$ cat src/hdl/mco_pkg.sv
// Shared constants and types for the midpoint circle outline block.
`default_nettype none
package mco_pkg;

    localparam int COORD_BITS  = 12;
    localparam int RADIUS_BITS = 10;
    localparam int OUT_BITS    = 14;
    localparam int OCT_BITS    = 3;
    localparam int DEC_BITS    = RADIUS_BITS + 6;
    localparam int OFS_BITS    = RADIUS_BITS + 2;
    localparam int QDEPTH      = 2;
    localparam int QPTR_BITS   = 1;
    localparam int QCNT_BITS   = 2;

    localparam logic ACT_START   = 1'b0;
    localparam logic ACT_ADVANCE = 1'b1;

    localparam logic [OCT_BITS-1:0] OCT_LAST = OCT_BITS'(7);

    typedef logic        [COORD_BITS-1:0]  t_coord;
    typedef logic        [RADIUS_BITS-1:0] t_radius;
    typedef logic signed [OFS_BITS-1:0]    t_ofs;
    typedef logic signed [DEC_BITS-1:0]    t_dec;
    typedef logic signed [OUT_BITS-1:0]    t_point;
    typedef logic        [OCT_BITS-1:0]    t_oct;

    // One iteration handed from the front to the back.
    typedef struct packed {
        t_coord cx;
        t_coord cy;
        t_ofs   a;
        t_ofs   b;
        logic   done;
    } t_job;

    typedef struct packed {
        logic full;
        logic empty;
    } t_q_stat;

endpackage
`default_nettype wire

$ cat src/hdl/mco_if.sv
// Valid/ready channel interfaces for the circle outline input and output.
`default_nettype none
interface mco_in_if;
    logic                        valid;
    logic                        ready;
    logic                        action;
    logic [mco_pkg::COORD_BITS-1:0] center_x;
    logic [mco_pkg::COORD_BITS-1:0] center_y;

    modport source (output valid, action, center_x, center_y, input ready);
    modport sink   (input valid, action, center_x, center_y, output ready);
endinterface

interface mco_out_if;
    logic                             valid;
    logic                             ready;
    logic signed [mco_pkg::OUT_BITS-1:0] point_x;
    logic signed [mco_pkg::OUT_BITS-1:0] point_y;
    logic [mco_pkg::OCT_BITS-1:0]        octant;
    logic                             last_point;

    modport source (output valid, point_x, point_y, octant, last_point, input ready);
    modport sink   (input valid, point_x, point_y, octant, last_point, output ready);
endinterface
`default_nettype wire

$ cat src/hdl/mco_front.sv
// Front end: accepts items, runs the midpoint recurrence, queues iterations.
`default_nettype none
module mco_front (
    input  wire logic            i_clk,
    input  wire logic            i_rst_n,
    input  wire logic            i_cfg_we,
    input  wire mco_pkg::t_radius i_cfg_data,
    input  wire logic            i_valid,
    output logic                 o_ready,
    input  wire logic            i_action,
    input  wire mco_pkg::t_coord i_center_x,
    input  wire mco_pkg::t_coord i_center_y,
    input  wire mco_pkg::t_q_stat i_q_stat,
    output logic                 o_push,
    output mco_pkg::t_job        o_job
);
    import mco_pkg::*;

    t_radius r_radius;
    t_coord  r_cx, r_cy;
    t_ofs    r_x, r_y;
    t_dec    r_d;
    logic    r_running;

    t_ofs n_x, n_y;
    t_dec n_d;
    logic step_y, done, take;

    assign o_ready = !i_q_stat.full;
    assign take    = i_valid && o_ready;

    always_comb begin
        step_y = !r_d[DEC_BITS-1] && (r_d != '0);
        n_x    = r_x + OFS_BITS'(1);
        if (step_y) begin
            n_y = r_y - OFS_BITS'(1);
            n_d = r_d + ((DEC_BITS'(n_x) - DEC_BITS'(n_y)) <<< 2) + DEC_BITS'(10);
        end else begin
            n_y = r_y;
            n_d = r_d + (DEC_BITS'(n_x) <<< 2) + DEC_BITS'(6);
        end
        done = (n_y < n_x);
    end

    assign o_push = take && (i_action == ACT_ADVANCE) && r_running;
    assign o_job  = '{cx: r_cx, cy: r_cy, a: r_x, b: r_y, done: done};

    always_ff @(posedge i_clk) begin
        if (!i_rst_n) begin
            r_radius  <= RADIUS_BITS'(1);
            r_running <= 1'b0;
        end else begin
            if (i_cfg_we) begin
                r_radius <= i_cfg_data;
            end
            if (take && (i_action == ACT_START)) begin
                r_running <= 1'b1;
            end else if (o_push && done) begin
                r_running <= 1'b0;
            end
        end
    end

    always_ff @(posedge i_clk) begin
        if (take && (i_action == ACT_START)) begin
            r_cx <= i_center_x;
            r_cy <= i_center_y;
            r_x  <= '0;
            r_y  <= OFS_BITS'(r_radius);
            r_d  <= DEC_BITS'(3) - (DEC_BITS'(r_radius) << 1);
        end else if (o_push && !done) begin
            r_x <= n_x;
            r_y <= n_y;
            r_d <= n_d;
        end
    end

endmodule
`default_nettype wire

$ cat src/hdl/mco_queue.sv
// Two-entry job queue between the front and back ends.
`default_nettype none
module mco_queue (
    input  wire logic          i_clk,
    input  wire logic          i_rst_n,
    input  wire logic          i_push,
    input  wire mco_pkg::t_job i_job,
    input  wire logic          i_pop,
    output mco_pkg::t_job      o_head,
    output mco_pkg::t_q_stat   o_stat
);
    import mco_pkg::*;

    t_job                 r_mem [QDEPTH];
    logic [QPTR_BITS-1:0] r_wr, r_rd;
    logic [QCNT_BITS-1:0] r_cnt;
    logic                 do_push, do_pop;

    assign o_stat.full  = (r_cnt == QCNT_BITS'(QDEPTH));
    assign o_stat.empty = (r_cnt == '0);
    assign o_head       = r_mem[r_rd];
    assign do_push      = i_push && !o_stat.full;
    assign do_pop       = i_pop && !o_stat.empty;

    always_ff @(posedge i_clk) begin
        if (!i_rst_n) begin
            r_wr  <= '0;
            r_rd  <= '0;
            r_cnt <= '0;
        end else begin
            if (do_push) begin
                r_wr <= r_wr + QPTR_BITS'(1);
            end
            if (do_pop) begin
                r_rd <= r_rd + QPTR_BITS'(1);
            end
            case ({do_push, do_pop})
                2'b10:   r_cnt <= r_cnt + QCNT_BITS'(1);
                2'b01:   r_cnt <= r_cnt - QCNT_BITS'(1);
                default: r_cnt <= r_cnt;
            endcase
        end
    end

    always_ff @(posedge i_clk) begin
        if (do_push) begin
            r_mem[r_wr] <= i_job;
        end
    end

endmodule
`default_nettype wire

$ cat src/hdl/mco_back.sv
// Back end: queue head to eight symmetric points, one per cycle unless stalled
`default_nettype none
module mco_back (
    input  wire logic             i_clk,
    input  wire logic             i_rst_n,
    input  wire mco_pkg::t_job    i_head,
    input  wire mco_pkg::t_q_stat i_q_stat,
    output logic                  o_pop,
    output logic                  o_valid,
    input  wire logic             i_ready,
    output mco_pkg::t_point       o_point_x,
    output mco_pkg::t_point       o_point_y,
    output mco_pkg::t_oct         o_octant,
    output logic                  o_last_point
);
    import mco_pkg::*;

    t_oct   r_k;
    logic   r_valid;
    t_point r_px, r_py;
    t_oct   r_oct;
    logic   r_last;

    logic   load;
    t_ofs   u, v;
    t_point cx, cy, du, dv, n_px, n_py;

    assign load  = !i_q_stat.empty && (!r_valid || i_ready);
    assign o_pop = load && (r_k == OCT_LAST);

    always_comb begin
        // octants 4..7 swap the roles of the two offsets
        u    = r_k[2] ? i_head.b : i_head.a;
        v    = r_k[2] ? i_head.a : i_head.b;
        cx   = OUT_BITS'(i_head.cx);
        cy   = OUT_BITS'(i_head.cy);
        du   = OUT_BITS'(u);
        dv   = OUT_BITS'(v);
        n_px = r_k[0] ? (cx - du) : (cx + du);
        n_py = r_k[1] ? (cy - dv) : (cy + dv);
    end

    always_ff @(posedge i_clk) begin
        if (!i_rst_n) begin
            r_k     <= '0;
            r_valid <= 1'b0;
        end else begin
            if (load) begin
                r_k     <= r_k + OCT_BITS'(1);
                r_valid <= 1'b1;
            end else if (i_ready) begin
                r_valid <= 1'b0;
            end
        end
    end

    always_ff @(posedge i_clk) begin
        if (load) begin
            r_px   <= n_px;
            r_py   <= n_py;
            r_oct  <= r_k;
            r_last <= i_head.done && (r_k == OCT_LAST);
        end
    end

    assign o_valid      = r_valid;
    assign o_point_x    = r_px;
    assign o_point_y    = r_py;
    assign o_octant     = r_oct;
    assign o_last_point = r_last;

endmodule
`default_nettype wire

$ cat src/hdl/midpoint_circle_outline.sv
// Top level of the midpoint circle outline generator.
// Usage:
//   i_cfg_we/i_cfg_data write the radius (reset value 1); a start samples it.
//   i_in carries items: action 0 starts a circle at center_x/center_y and
//   produces no output; action 1 runs one iteration and yields eight points
//   on o_out in octant order 0..7, the final point of the circle flagged by
//   last_point. An advance with no circle in progress yields nothing.
// Timing:
//   An accepted advance is written into the job queue; its octant 0 point
//   then loads into the output register and the rest follow one point per
//   cycle while the receiver is ready. The single output register moves one
//   point per transfer, so an advance yields eight transfers; the front
//   parks up to two iterations in the job queue, so input transfers keep
//   flowing while the back end drains points.
// Stall and reset:
//   When the receiver drops ready the output point holds and the back end
//   freezes; the front keeps taking items until the queue fills, then drops
//   i_in.ready. Reset (synchronous, active low) empties the queue and the
//   output register, ends any circle in progress and restores radius 1.
`default_nettype none
module midpoint_circle_outline (
    input  wire logic             i_clk,
    input  wire logic             i_rst_n,
    input  wire logic             i_cfg_we,
    input  wire mco_pkg::t_radius i_cfg_data,
    mco_in_if.sink                i_in,
    mco_out_if.source             o_out
);
    import mco_pkg::*;

    // front to queue
    logic    push;
    t_job    job;
    // queue to back
    t_job    head;
    t_q_stat q_stat;
    logic    pop;

    // Run the recurrence and classify items: starts reload, advances queue.
    mco_front u_front (
        .i_clk      (i_clk),
        .i_rst_n    (i_rst_n),
        .i_cfg_we   (i_cfg_we),
        .i_cfg_data (i_cfg_data),
        .i_valid    (i_in.valid),
        .o_ready    (i_in.ready),
        .i_action   (i_in.action),
        .i_center_x (i_in.center_x),
        .i_center_y (i_in.center_y),
        .i_q_stat   (q_stat),
        .o_push     (push),
        .o_job      (job)
    );

    // Decouple the two ends so each side can stall on its own.
    mco_queue u_queue (
        .i_clk   (i_clk),
        .i_rst_n (i_rst_n),
        .i_push  (push),
        .i_job   (job),
        .i_pop   (pop),
        .o_head  (head),
        .o_stat  (q_stat)
    );

    // Expand the head iteration; drop it from the queue after octant 7.
    mco_back u_back (
        .i_clk        (i_clk),
        .i_rst_n      (i_rst_n),
        .i_head       (head),
        .i_q_stat     (q_stat),
        .o_pop        (pop),
        .o_valid      (o_out.valid),
        .i_ready      (o_out.ready),
        .o_point_x    (o_out.point_x),
        .o_point_y    (o_out.point_y),
        .o_octant     (o_out.octant),
        .o_last_point (o_out.last_point)
    );

endmodule
`default_nettype wire

$ cat src/flat_wrapper.sv
// flat-port wrapper written by rule: the top's interface ports become plain ports
module midpoint_circle_outline_flat import mco_pkg::*;
  (i_clk, i_rst_n, i_cfg_we, i_cfg_data, i_in_valid, i_in_action, i_in_center_x, i_in_center_y, i_in_ready, o_out_valid, o_out_point_x, o_out_point_y, o_out_octant, o_out_last_point, o_out_ready);
  mco_in_if i_in_i ();
  mco_out_if o_out_i ();
  input  wire logic i_clk;
  input  wire logic i_rst_n;
  input  wire logic i_cfg_we;
  input  wire mco_pkg::t_radius i_cfg_data;
  input wire logic [$bits(i_in_i.valid)-1:0] i_in_valid;
  input wire logic [$bits(i_in_i.action)-1:0] i_in_action;
  input wire logic [$bits(i_in_i.center_x)-1:0] i_in_center_x;
  input wire logic [$bits(i_in_i.center_y)-1:0] i_in_center_y;
  output wire logic [$bits(i_in_i.ready)-1:0] i_in_ready;
  output wire logic [$bits(o_out_i.valid)-1:0] o_out_valid;
  output wire logic [$bits(o_out_i.point_x)-1:0] o_out_point_x;
  output wire logic [$bits(o_out_i.point_y)-1:0] o_out_point_y;
  output wire logic [$bits(o_out_i.octant)-1:0] o_out_octant;
  output wire logic [$bits(o_out_i.last_point)-1:0] o_out_last_point;
  input wire logic [$bits(o_out_i.ready)-1:0] o_out_ready;
  assign i_in_i.valid = i_in_valid;
  assign i_in_i.action = i_in_action;
  assign i_in_i.center_x = i_in_center_x;
  assign i_in_i.center_y = i_in_center_y;
  assign i_in_ready = i_in_i.ready;
  assign o_out_valid = o_out_i.valid;
  assign o_out_point_x = o_out_i.point_x;
  assign o_out_point_y = o_out_i.point_y;
  assign o_out_octant = o_out_i.octant;
  assign o_out_last_point = o_out_i.last_point;
  assign o_out_i.ready = o_out_ready;
  midpoint_circle_outline u_core (.i_clk(i_clk), .i_rst_n(i_rst_n), .i_cfg_we(i_cfg_we), .i_cfg_data(i_cfg_data), .i_in(i_in_i), .o_out(o_out_i));
endmodule
$ cat config.mk
export PLATFORM = sky130hd
export DESIGN_NAME = midpoint_circle_outline_flat
export DESIGN_NICKNAME = d
export VERILOG_FILES = /design/src/hdl/mco_pkg.sv /design/src/hdl/mco_if.sv /design/src/hdl/mco_front.sv /design/src/hdl/mco_queue.sv /design/src/hdl/mco_back.sv /design/src/hdl/midpoint_circle_outline.sv /design/src/flat_wrapper.sv
export SDC_FILE = /design/constraint.sdc
export NUM_CORES = 1
export LEC_CHECK = 0
export ABC_AREA = 1
export BUFFER_PORTS_ARGS = -buffer_cell sky130_fd_sc_hd__buf_2
export CORE_ASPECT_RATIO = 0.9
export CORE_UTILIZATION = 44
export CTS_CLUSTER_DIAMETER = 100
export DETAILED_ROUTE_END_ITERATION = 8
export SETUP_SLACK_MARGIN = 0.5
export SYNTH_ARGS = -nofsm -noshare
export SYNTH_HDL_FRONTEND = slang
export SYNTH_SLANG_ARGS = --single-unit
$ cat constraint.sdc
create_clock -name i_clk -period 6.03 [get_ports i_clk]
set_clock_uncertainty 0.05 [all_clocks]
set_input_delay 0.3015 -clock i_clk [delete_from_list [all_inputs] [get_ports i_clk]]
set_output_delay 0.3015 -clock i_clk [all_outputs]
set_load 0.03 [all_outputs]
==> results.toml, run 1 <==
[global_route]
grt_pass1_wl_um = 49000
grt.overflow.total = 0
grt_max_degree = 52
grt_pass1_vias = 9573
antenna_found_initial = 0
grt.total_usage_pct = 20.4

[critical_path]
crit_path_end_kind = "flop"
start_kind = "flop"
critPathKind = "flop to flop"
cp.arrival_ps = 4900
crit_fanout = 6
cp.required_ps = 6230
r2r_slack_ps = 1330

[placement]
dpl_cell_area_mm2 = 0.0138
dp_slack_ps = 1400
dp_hpwl_um = 22500
gp_congestion = 0.919
placement.io_buffers = 73

[flow_run]
max_cap_violations = 0

[clock_network]
htreeDepth = 1
clk_latency_ps = 520
cts_sinks = 213
numCtsBuffers = 24
ctsResizeCount = 0
cts_tree = "yes"
clk_path_buf_depth = 3
clkSlewWorstSetupHoldPaths_ps = 60
clockRootBuffer = "clkbuf_16"
cts_setup_buffers = 0
ctsHoldBuffers = 27

[sta]
fin_hold_ws_ps = 20.2
setup_viol = 0
setup_ws_ps = 1330
worstMarginPinSlew_ps = 944
hold_violations = 0
max-slew-margin-rel_pct = 37.0
setup_tns_ps = 0
rsz0062_at_grt = "no"
period_needed_ps = 4700
period_share_pct = 77.9
fmaxAchievable_ghz = 0.213
drv_slew = 0

[die]
placementRows = 59
die_area_mm2 = 0.0302
core_area_mm2 = 0.0290
initial_utilization_pct = 44.8
die_y_um = 165
ios = 74
die_width_um = 183

[power]
peakVddDrop_v = 0.000234
leakagePower_nw = 6.81
finalPower_mw = 5.49
cellPowerDensity_mw_per_mm2 = 368

[final_layout]
diodes = 0
nFillCells = 2699
stdcell_area_mm2 = 0.0149
nets = 1767
area_delta_synth_final_pct = 14.7
drive_gt1_share_pct = 9.63

[synth]
syn_area_mm2 = 0.0130
ys.flop_type = "edfxtp_1"
synthArstFlopShare_pct = 0
yosysMostFrequentCell = "nand2_1"
synth-seq-cells = 213
synthDistinctLibCells = 39
synth_edf_count = 179
ys_top_cells_by_count = "426 x nand2_1, 179 x edfxtp_1, 176 x inv_1, 110 x ha_1, 107 x nor2_1"
syn_nets = 1664
synth_area_leaders = "edfxtp_1 41%, nand2_1 12%, ha_1 11%, dfxtp_1 5.2%, inv_1 5.1%"
avgSynthCellArea_um2 = 8.62
yosysWarnings = 0
syn_inst = 1509
yosysSeqAreaShare_pct = 46.6
yosysTopAreaCell = "edfxtp_1"
synth_top_area_share_pct = 41.3

[drt]
dr.pass1.iters = 5
num_vias = 10300
routed_via_density = 5.08
routed_wl_um = 30500
drt_iter0_markers = 724
ant_nets = 0
wl_per_cell_um = 15.1
drc_errors = 0

[worst_hold_path]
hp-class = "primary input to flop"

[status]
outcome = "finished, final reports clean"
metrics by stage:
step           util, %  instances
2_1_floorplan        -       1509
3_3_place_gp      47.5       1955
3_5_place_dp      47.5       1955
4_1_cts           51.4       2026
5_1_grt           51.4       2026
6_report          51.4       2026
cells in the final DEF, fill, tap and decap left out, types with 7 or more instances in the layout:
master,count
a21oi_1,88
a31oi_1,9
buf_2,73
buf_4,8
clkbuf_16,25
dfxtp_1,33
dlygate4sd3_1,27
edfxtp_1,179
ha_1,110
inv_1,176
nand2_1,426
nand3_1,76
nand4_1,15
nor2_1,104
nor2_2,7
nor3_1,7
o21ai_0,94
o21ai_1,25
o21ai_2,11
xnor2_1,23
xor2_1,49
sequential cells by signal (all words and copies together) (netlist names), 10 cells and up, named ones only:
signal / flops
u_core.u_front.r_d: 15
u_core.u_front.r_cy: 12
u_core.u_front.r_y: 12
u_core.u_front.r_x: 12
u_core.u_front.r_radius: 10
u_core.u_front.r_cx: 12
u_core.u_queue.r_mem: 98
u_core.u_back.o_point_x: 14
u_core.u_back.o_point_y: 14
kinds of logic (layout without fill, tap and decap cells):
logic type / after synthesis / in the layout / share of synthesized area, %
AO/OA/AOI/OAI: 244 / 244 / 10.1
flip-flops: 213 / 213 / 46.6
multiplexers: 2 / 2 / 0.154
XOR/XNOR: 72 / 72 / 4.85
buffers and inverters: 214 / 335 / 6.68
adder cells (fa/ha/maj): 115 / 115 / 11.4
AND/OR/NAND/NOR: 649 / 649 / 20.3
critical path, stage by stage (launching register included):
cell and delay (ps):
edfxtp_1 430, inv_1 180, ha_1 250, nand3_1 160, nor3_1 320, nand2_1 120, xor2_1 220, ha_1 320
nand2_1 110, inv_1 40, a221oi_1 300, nand3_1 160, xor2_1 170, ha_1 280, ha_1 370, nand2_1 130
inv_1 50, nand2_1 60, nand2_1 40, a21oi_1 180, nand3_1 120, nand2_1 90, nand2_1 50, nand3_1 80
nand2_1 50, nand2_1 50, nand2_1 50
cell type report:
cell class | instances | area [um^2] | share of cell area (%)
clock inverter | 17 | 209 | 1.40
inverter | 183 | 689 | 4.62
tap | 396 | 495 | 3.32
clock buffer | 27 | 653 | 4.38
sequential | 213 | 6060 | 40.6
timing repair buffer | 108 | 696 | 4.66
multi-input combinational | 1082 | 6110 | 41.0
per-layer routing:
layer / GRT usage, % / up-vias / routed length, um / part of all wire (%)
li1: - / 5253 / - / -
met5: 0 / - / 0 / 0
met2: 32.7 / 250 / 13400 / 44
met1: 29.0 / 4727 / 14800 / 49
met4: 6.25 / 0 / 903 / 3.0
met3: 2.19 / 54 / 1420 / 4.7
worst paths after layout:
check | startpoint | end | cells past startpoint
worst max-delay path | u_core.u_front.r_y[0]$_DFFE_PP_ | u_core.u_front.r_d[15]$_DFFE_PP_ | 26
worst max register to register | u_core.u_front.r_y[0]$_DFFE_PP_ | u_core.u_front.r_d[15]$_DFFE_PP_ | 26
worst min-delay path | i_cfg_data[8] | u_core.u_front.r_radius[8]$_SDFFE_PN0P_ | 3
worst min register to register | u_core.u_front.r_cy[3]$_DFFE_PP_ | u_core.u_queue.r_mem[0][28]$_DFFE_PP_ | 0
power breakdown:
part / leakage (nW) / internal, mW / switching, mW
registers: 1.92 / 1.73 / 0.0740
clock network: 0.421 / 0.958 / 0.610
logic: 4.47 / 0.758 / 1.36
No activity file was read; power rests on OpenSTA's default activity.
==> run 2, diff against run 1 <==
--- a/config.mk
+++ b/config.mk
@@ -5,7 +5,7 @@
 export SDC_FILE = /design/constraint.sdc
 export NUM_CORES = 1
 export LEC_CHECK = 0
-export ABC_AREA = 1
+export ABC_AREA = 0
 export BUFFER_PORTS_ARGS = -buffer_cell sky130_fd_sc_hd__buf_2
 export CORE_ASPECT_RATIO = 0.9
 export CORE_UTILIZATION = 44
==> constraint.sdc (replaced) <==
create_clock -name i_clk -period 4.7 [get_ports i_clk]
set_clock_uncertainty 0.05 [all_clocks]
set_input_delay 0.235 -clock i_clk [delete_from_list [all_inputs] [get_ports i_clk]]
set_output_delay 0.235 -clock i_clk [all_outputs]
set_load 0.03 [all_outputs]
==> results.toml, run 2 <==
[status]
outcome = "finished, final reports clean"

[final_layout]
drive_gt1_share_pct = 20.9
largest_register_ffs = 98
stdcell_area_mm2 = 0.0153
final_common_cell = "edfxtp_1"
diodes = 0
layout_common_cells = "179 x edfxtp_1, 102 x ha_1, 74 x nor2_1, 73 x buf_2, 65 x nand2_1"
regMostFlops = "u_core.u_queue.r_mem"
area_delta_synth_final_pct = 20.0
largestRegisters = "u_core.u_queue.r_mem x98, u_core.u_front.r_d x15"
nets = 1397

[synth]
yosysMostFrequentCell = "edfxtp_1"
synth_area_leaders = "edfxtp_1 42%, ha_1 11%, dfxtp_1 5.3%, xnor2_1 4.4%, xor2_1 3.2%"
syn_inst = 1100
ys.flop_type = "edfxtp_1"
syn_nets = 1255
synth_top_area_share_pct = 42.2
ys_top_cells_by_count = "179 x edfxtp_1, 110 x ha_1, 78 x nor2_1, 67 x nand2_1, 64 x xnor2_1"
synth-seq-cells = 213
avgSynthCellArea_um2 = 11.6
synthArstFlopShare_pct = 0
yosysWarnings = 0
synth_edf_count = 179
syn_area_mm2 = 0.0127
yosysTopAreaCell = "edfxtp_1"
yosysSeqAreaShare_pct = 47.6
synthDistinctLibCells = 76

[global_route]
grt.overflow.total = 0
grt_pass1_wl_um = 44500
grt_pass1_vias = 8659
grt.total_usage_pct = 18.8
antenna_found_initial = 0
grt_max_degree = 43

[sta]
hold_violations = 0
setup_tns_ps = 0
setup_viol = 0
rsz0062_at_grt = "yes"
fmaxAchievable_ghz = 0.221
period_needed_ps = 4520
period_share_pct = 96.2
drv_slew = 0
max-slew-margin-rel_pct = 48.4
fin_hold_ws_ps = 77.4
setup_ws_ps = 179
worstMarginPinSlew_ps = 766

[critical_path]
crit_path_end_kind = "flop"
start_kind = "flop"
crit_fanout = 7
cp.arrival_ps = 4700
critPathKind = "flop to flop"
cp.required_ps = 4880

[die]
die_area_mm2 = 0.0296
core_area_mm2 = 0.0282
ios = 74
placementRows = 58
die_y_um = 163
die_width_um = 181
initial_utilization_pct = 45.2

[placement]
dpl_cell_area_mm2 = 0.0137
dp_hpwl_um = 20100
dp_slack_ps = 55.8
placement.io_buffers = 73
gp_congestion = 0.847

[drt]
dr.pass1.iters = 6
routed_wl_um = 27600
num_vias = 8700
wl_per_cell_um = 17.0
drt_iter0_markers = 427
ant_nets = 0
drc_errors = 0
routed_via_density = 5.37

[clock_network]
clk_latency_ps = 520
clockRootBuffer = "clkbuf_16"
cts_tree = "yes"
clkSlewWorstSetupHoldPaths_ps = 60
clk_path_buf_depth = 3
numCtsBuffers = 25
cts_sinks = 213
htreeDepth = 1

[power]
leakagePower_nw = 5.95
cellPowerDensity_mw_per_mm2 = 336
peakVddDrop_v = 0.000216

[worst_hold_path]
hp-class = "primary input to flop"

[flow_run]
max_cap_violations = 0
==> run 2: layer usage <==
metal	up-vias	track usage [%]	routed length, um
met5	-	0	0
met4	0	4.70	539
met3	36	2.36	999
met2	152	32.4	13100
met1	4151	25.2	13000
li1	4361	-	-
==> run 2: worst max-delay path: stages, from the launching register on <==
cell and delay [ps]:
edfxtp_1 400, buf_4 150, buf_6 110, or3_4 360, or3_4 360, xor2_2 160, ha_1 310, o211a_1 140
o31a_1 230, nor2_1 80, xnor2_1 130, ha_1 330, ha_4 260, a21oi_2 160, nor2_1 70, o41ai_2 360
buf_4 180, nand2_1 50, and3_4 170, a21oi_2 90, o21ai_1 70
==> run 2: cell type report <==
type,instances,area (um^2)
clock buffers,33,686
clock inverters,13,206
fillers,2427,12900
inverters,52,195
multi-input cells,800,6620
flip-flops and latches,213,6060
well taps,360,450
repair buffers,150,1060
==> run 2: cells by family (layout without fill, tap and decap cells) <==
family,Yosys count,count (layout),synth area share (%)
xor gates and xnor gates,110,110,7.57
DFF,213,213,47.6
adders and majority gates,115,115,11.6
buffers and inverters,87,248,2.88
and+or+nand+nor,277,277,11.1
muxes,88,88,8.58
AOI/OAI and AO/OA,210,210,10.8
==> run 2: final timing paths <==
check	slack, ps	from	depth (start not counted)	to
worst max-delay path	180	u_core.u_front.r_y[0]$_DFFE_PP_	20	u_core.u_front.r_d[11]$_DFFE_PP_
worst min-delay path	80	i_rst_n	2	u_core.u_back.o_valid$_SDFFE_PN0P_
worst max register to register	180	u_core.u_front.r_y[0]$_DFFE_PP_	20	u_core.u_front.r_d[11]$_DFFE_PP_
worst min register to register	390	u_core.u_front.r_cx[11]$_DFFE_PP_	0	u_core.u_queue.r_mem[0][48]$_DFFE_PP_
==> run 2: power breakdown <==
part / switching, mW / internal [mW] / total [mW]
clock: 0.759 / 1.31 / 2.06
sequential: 0.0449 / 2.12 / 2.16
combinational: 0.490 / 0.417 / 0.906
total: 1.29 / 3.84 / 5.13
==> run 2: timing repair <==
item	CTS	global route
hold endpoints to repair	35	0
buffers inserted	15	3
endpoints found under the setup margin	42	49
hold buffers	37	0
pin swaps	38	17
gates resized for setup	33	17
==> run 2: stage by stage <==
stage	utilization [%]	std cells	power [mW]
after floorplan	-	1100	2.80
final	54.3	1621	5.13
after global placement	48.5	1520	3.00
after detailed placement	48.5	1520	3.01
after global routing	54.3	1621	5.36
after CTS	53.9	1618	5.17
==> run 3, diff against run 2 <==
--- a/config.mk
+++ b/config.mk
@@ -11,6 +11,7 @@
 export CORE_UTILIZATION = 44
 export CTS_CLUSTER_DIAMETER = 100
 export DETAILED_ROUTE_END_ITERATION = 8
+export MAX_ROUTING_LAYER = met4
 export SETUP_SLACK_MARGIN = 0.5
 export SYNTH_ARGS = -nofsm -noshare
 export SYNTH_HDL_FRONTEND = slang
==> results.toml, run 3 (same netlist as run 2, synthesis figures left out) <==
[die]
placementRows = 58
die_y_um = 163
die_width_um = 181
ios = 74
core_area_mm2 = 0.0282
initial_utilization_pct = 45.2
die_area_mm2 = 0.0296

[drt]
ant_nets = 0
wl_per_cell_um = 17.0
routed_via_density = 5.37
num_vias = 8706
dr.pass1.iters = 5
drt_iter0_markers = 396
routed_wl_um = 27600
drc_errors = 0

[critical_path]
slowest_delay_ps = 450
r2r_start = "u_core.u_front.r_y[0]$_DFFE_PP_"
crit_fanout = 7
cp.required_ps = 4920
path_cells = "buf_4 -> buf_6 -> or3_4 -> or3_4 -> xor2_2 -> ha_1 -> o211a_1 -> o31a_1 -> nor2_1 -> xnor2_1 -> ha_1 -> ha_4 -> nand4_1 -> nor3_2 -> o41ai_2 -> a21bo_4 -> a21boi_2 -> xor2_1 -> a31o_2"
critPathKind = "flop to flop"
r2r_slack_ps = 200
start_kind = "flop"
cpMaxStageDelayCell = "o41ai_2"
cp.arrival_ps = 4730
reg2regPathDepth = 19
crit_path_end_kind = "flop"
timing.rr.end = "u_core.u_front.r_d[13]$_DFFE_PP_"

[power]
switchingPower_mw = 1.29
peakVddDrop_v = 0.000216
switching_share_pct = 25.2
cellPowerDensity_mw_per_mm2 = 336
leakagePower_nw = 5.95
p_int_mw = 3.84
pwr-share-clk_pct = 40.2
comb_power_share_pct = 17.7
seqPwrFrac_pct = 42.1

[global_route]
grt_util_met1_pct = 25.1
grt.busiest_layer = "met2"
met2_usage_pct = 32.4
grt_pass1_wl_um = 44500
grt.total_usage_pct = 19.4
grt_use_met3_pct = 2.36
grt_max_degree = 43
antenna_found_initial = 0
grt.overflow.total = 0
grt_pass1_vias = 8656

[sta]
setup_tns_ps = 0
setup_viol = 0
hold_violations = 0
period_needed_ps = 4500
rsz0062_at_grt = "yes"
drv_slew = 0
max-slew-margin-rel_pct = 48.1
worstMarginPinSlew_ps = 770
fmaxAchievable_ghz = 0.222
period_share_pct = 95.8
setup_ws_ps = 195

[final_layout]
final_common_cell = "edfxtp_1"
regMostFlops = "u_core.u_queue.r_mem"
largest_register_ffs = 98
area_delta_synth_final_pct = 20.1
nets = 1397
stdcell_area_mm2 = 0.0153
diodes = 0
final_cells = 1621
largestRegisters = "u_core.u_queue.r_mem x98, u_core.u_front.r_d x15"
layout_common_cells = "179 x edfxtp_1, 101 x ha_1, 74 x nor2_1, 73 x buf_2, 65 x nand2_1"
drive_gt1_share_pct = 21.1

[clock_network]
clkSlewWorstSetupHoldPaths_ps = 60
htreeDepth = 1
clockRootBuffer = "clkbuf_16"
numCtsBuffers = 25
cts_sinks = 213
clk_latency_ps = 520
cts_tree = "yes"
clk_path_buf_depth = 3

[worst_hold_path]
holdPathEnd = "u_core.u_back.o_valid$_SDFFE_PN0P_"
whs_path_depth = 2
min_from = "i_rst_n"
hp-class = "primary input to flop"

[status]
outcome = "finished, final reports clean"

[placement]
dp_hpwl_um = 20100
placement.io_buffers = 73
dpl_cell_area_mm2 = 0.0137
dp.cells = 1520
gp_congestion = 0.861
dp_slack_ps = 55.8

[flow_run]
max_cap_violations = 0
## run 3: cell counts in the layout (fill, tap and decap cells not counted)
Identical to the previous run, type by type.
## run 3: layout make-up
type / count / area, um^2
fillers: 2428 / 12900
multi-input cells: 800 / 6640
flip-flops and latches: 213 / 6060
repair buffers: 150 / 1060
clock buffers: 33 / 686
well taps: 360 / 450
clock inverters: 13 / 206
inverters: 52 / 195
## run 3: per-layer routing
metal	share of wire (%)	wire length [um]
met1	47	13000
met2	48	13100
met4	2.0	541
met3	3.4	941
met5	0	0
## run 3: worst max-delay path by stage
stage / depth (start not counted) / from / slack (ps) / to
2_1_floorplan: 18 / u_core.u_front.r_y[0]$_DFFE_PP_ / 280 / u_core.u_front.r_d[13]$_DFFE_PP_
5_1_grt: 20 / u_core.u_front.r_y[0]$_DFFE_PP_ / 20 / u_core.u_front.r_d[15]$_DFFE_PP_
4_1_cts: 19 / u_core.u_front.r_y[0]$_DFFE_PP_ / 170 / u_core.u_front.r_d[14]$_DFFE_PP_
3_3_place_gp: 19 / u_core.u_front.r_y[1]$_DFFE_PP_ / 100 / u_core.u_front.r_d[14]$_DFFE_PP_
3_5_place_dp: 19 / u_core.u_front.r_y[1]$_DFFE_PP_ / 60 / u_core.u_front.r_d[14]$_DFFE_PP_
6_report: 19 / u_core.u_front.r_y[0]$_DFFE_PP_ / 200 / u_core.u_front.r_d[13]$_DFFE_PP_
## run 3: power by group through the flow
stage | Sequential, mW | Combinational, mW | Clock (mW)
after floorplan | 2.20 | 0.606 | 0
after global placement | 2.20 | 0.796 | 0
after detailed placement | 2.20 | 0.806 | 0
after CTS | 2.16 | 0.895 | 2.12
after global routing | 2.17 | 1.02 | 2.18
final | 2.16 | 0.912 | 2.06
## run 3: critical path, delay by kind of cell (launching register included)
| kind | cells | cell delay, ps |
|---|---|---|
| AOI/OAI and AO/OA | 6 | 1180 |
| xor gates and xnor gates | 3 | 490 |
| adders and majority gates | 3 | 870 |
| buffers and inverters | 2 | 260 |
| DFF | 1 | 400 |
| and+or+nand+nor | 5 | 990 |
## run 3: stage by stage
step | hold WS, ps | power [mW] | utilization [%]
2_1_floorplan | 284 | 2.80 | -
3_3_place_gp | 362 | 3.00 | 48.5
3_5_place_dp | 363 | 3.01 | 48.5
4_1_cts | 62.7 | 5.17 | 53.9
5_1_grt | 86.4 | 5.37 | 54.3
6_report | 80.2 | 5.14 | 54.3
## run 3: timing repair
action / CTS / global route
buffers inserted: 15 / 3
setup endpoints to repair: 42 / 49
hold buffers: 37 / 0
hold endpoints to repair: 35 / 0
resized for setup: 33 / 20
pin swaps: 38 / 29
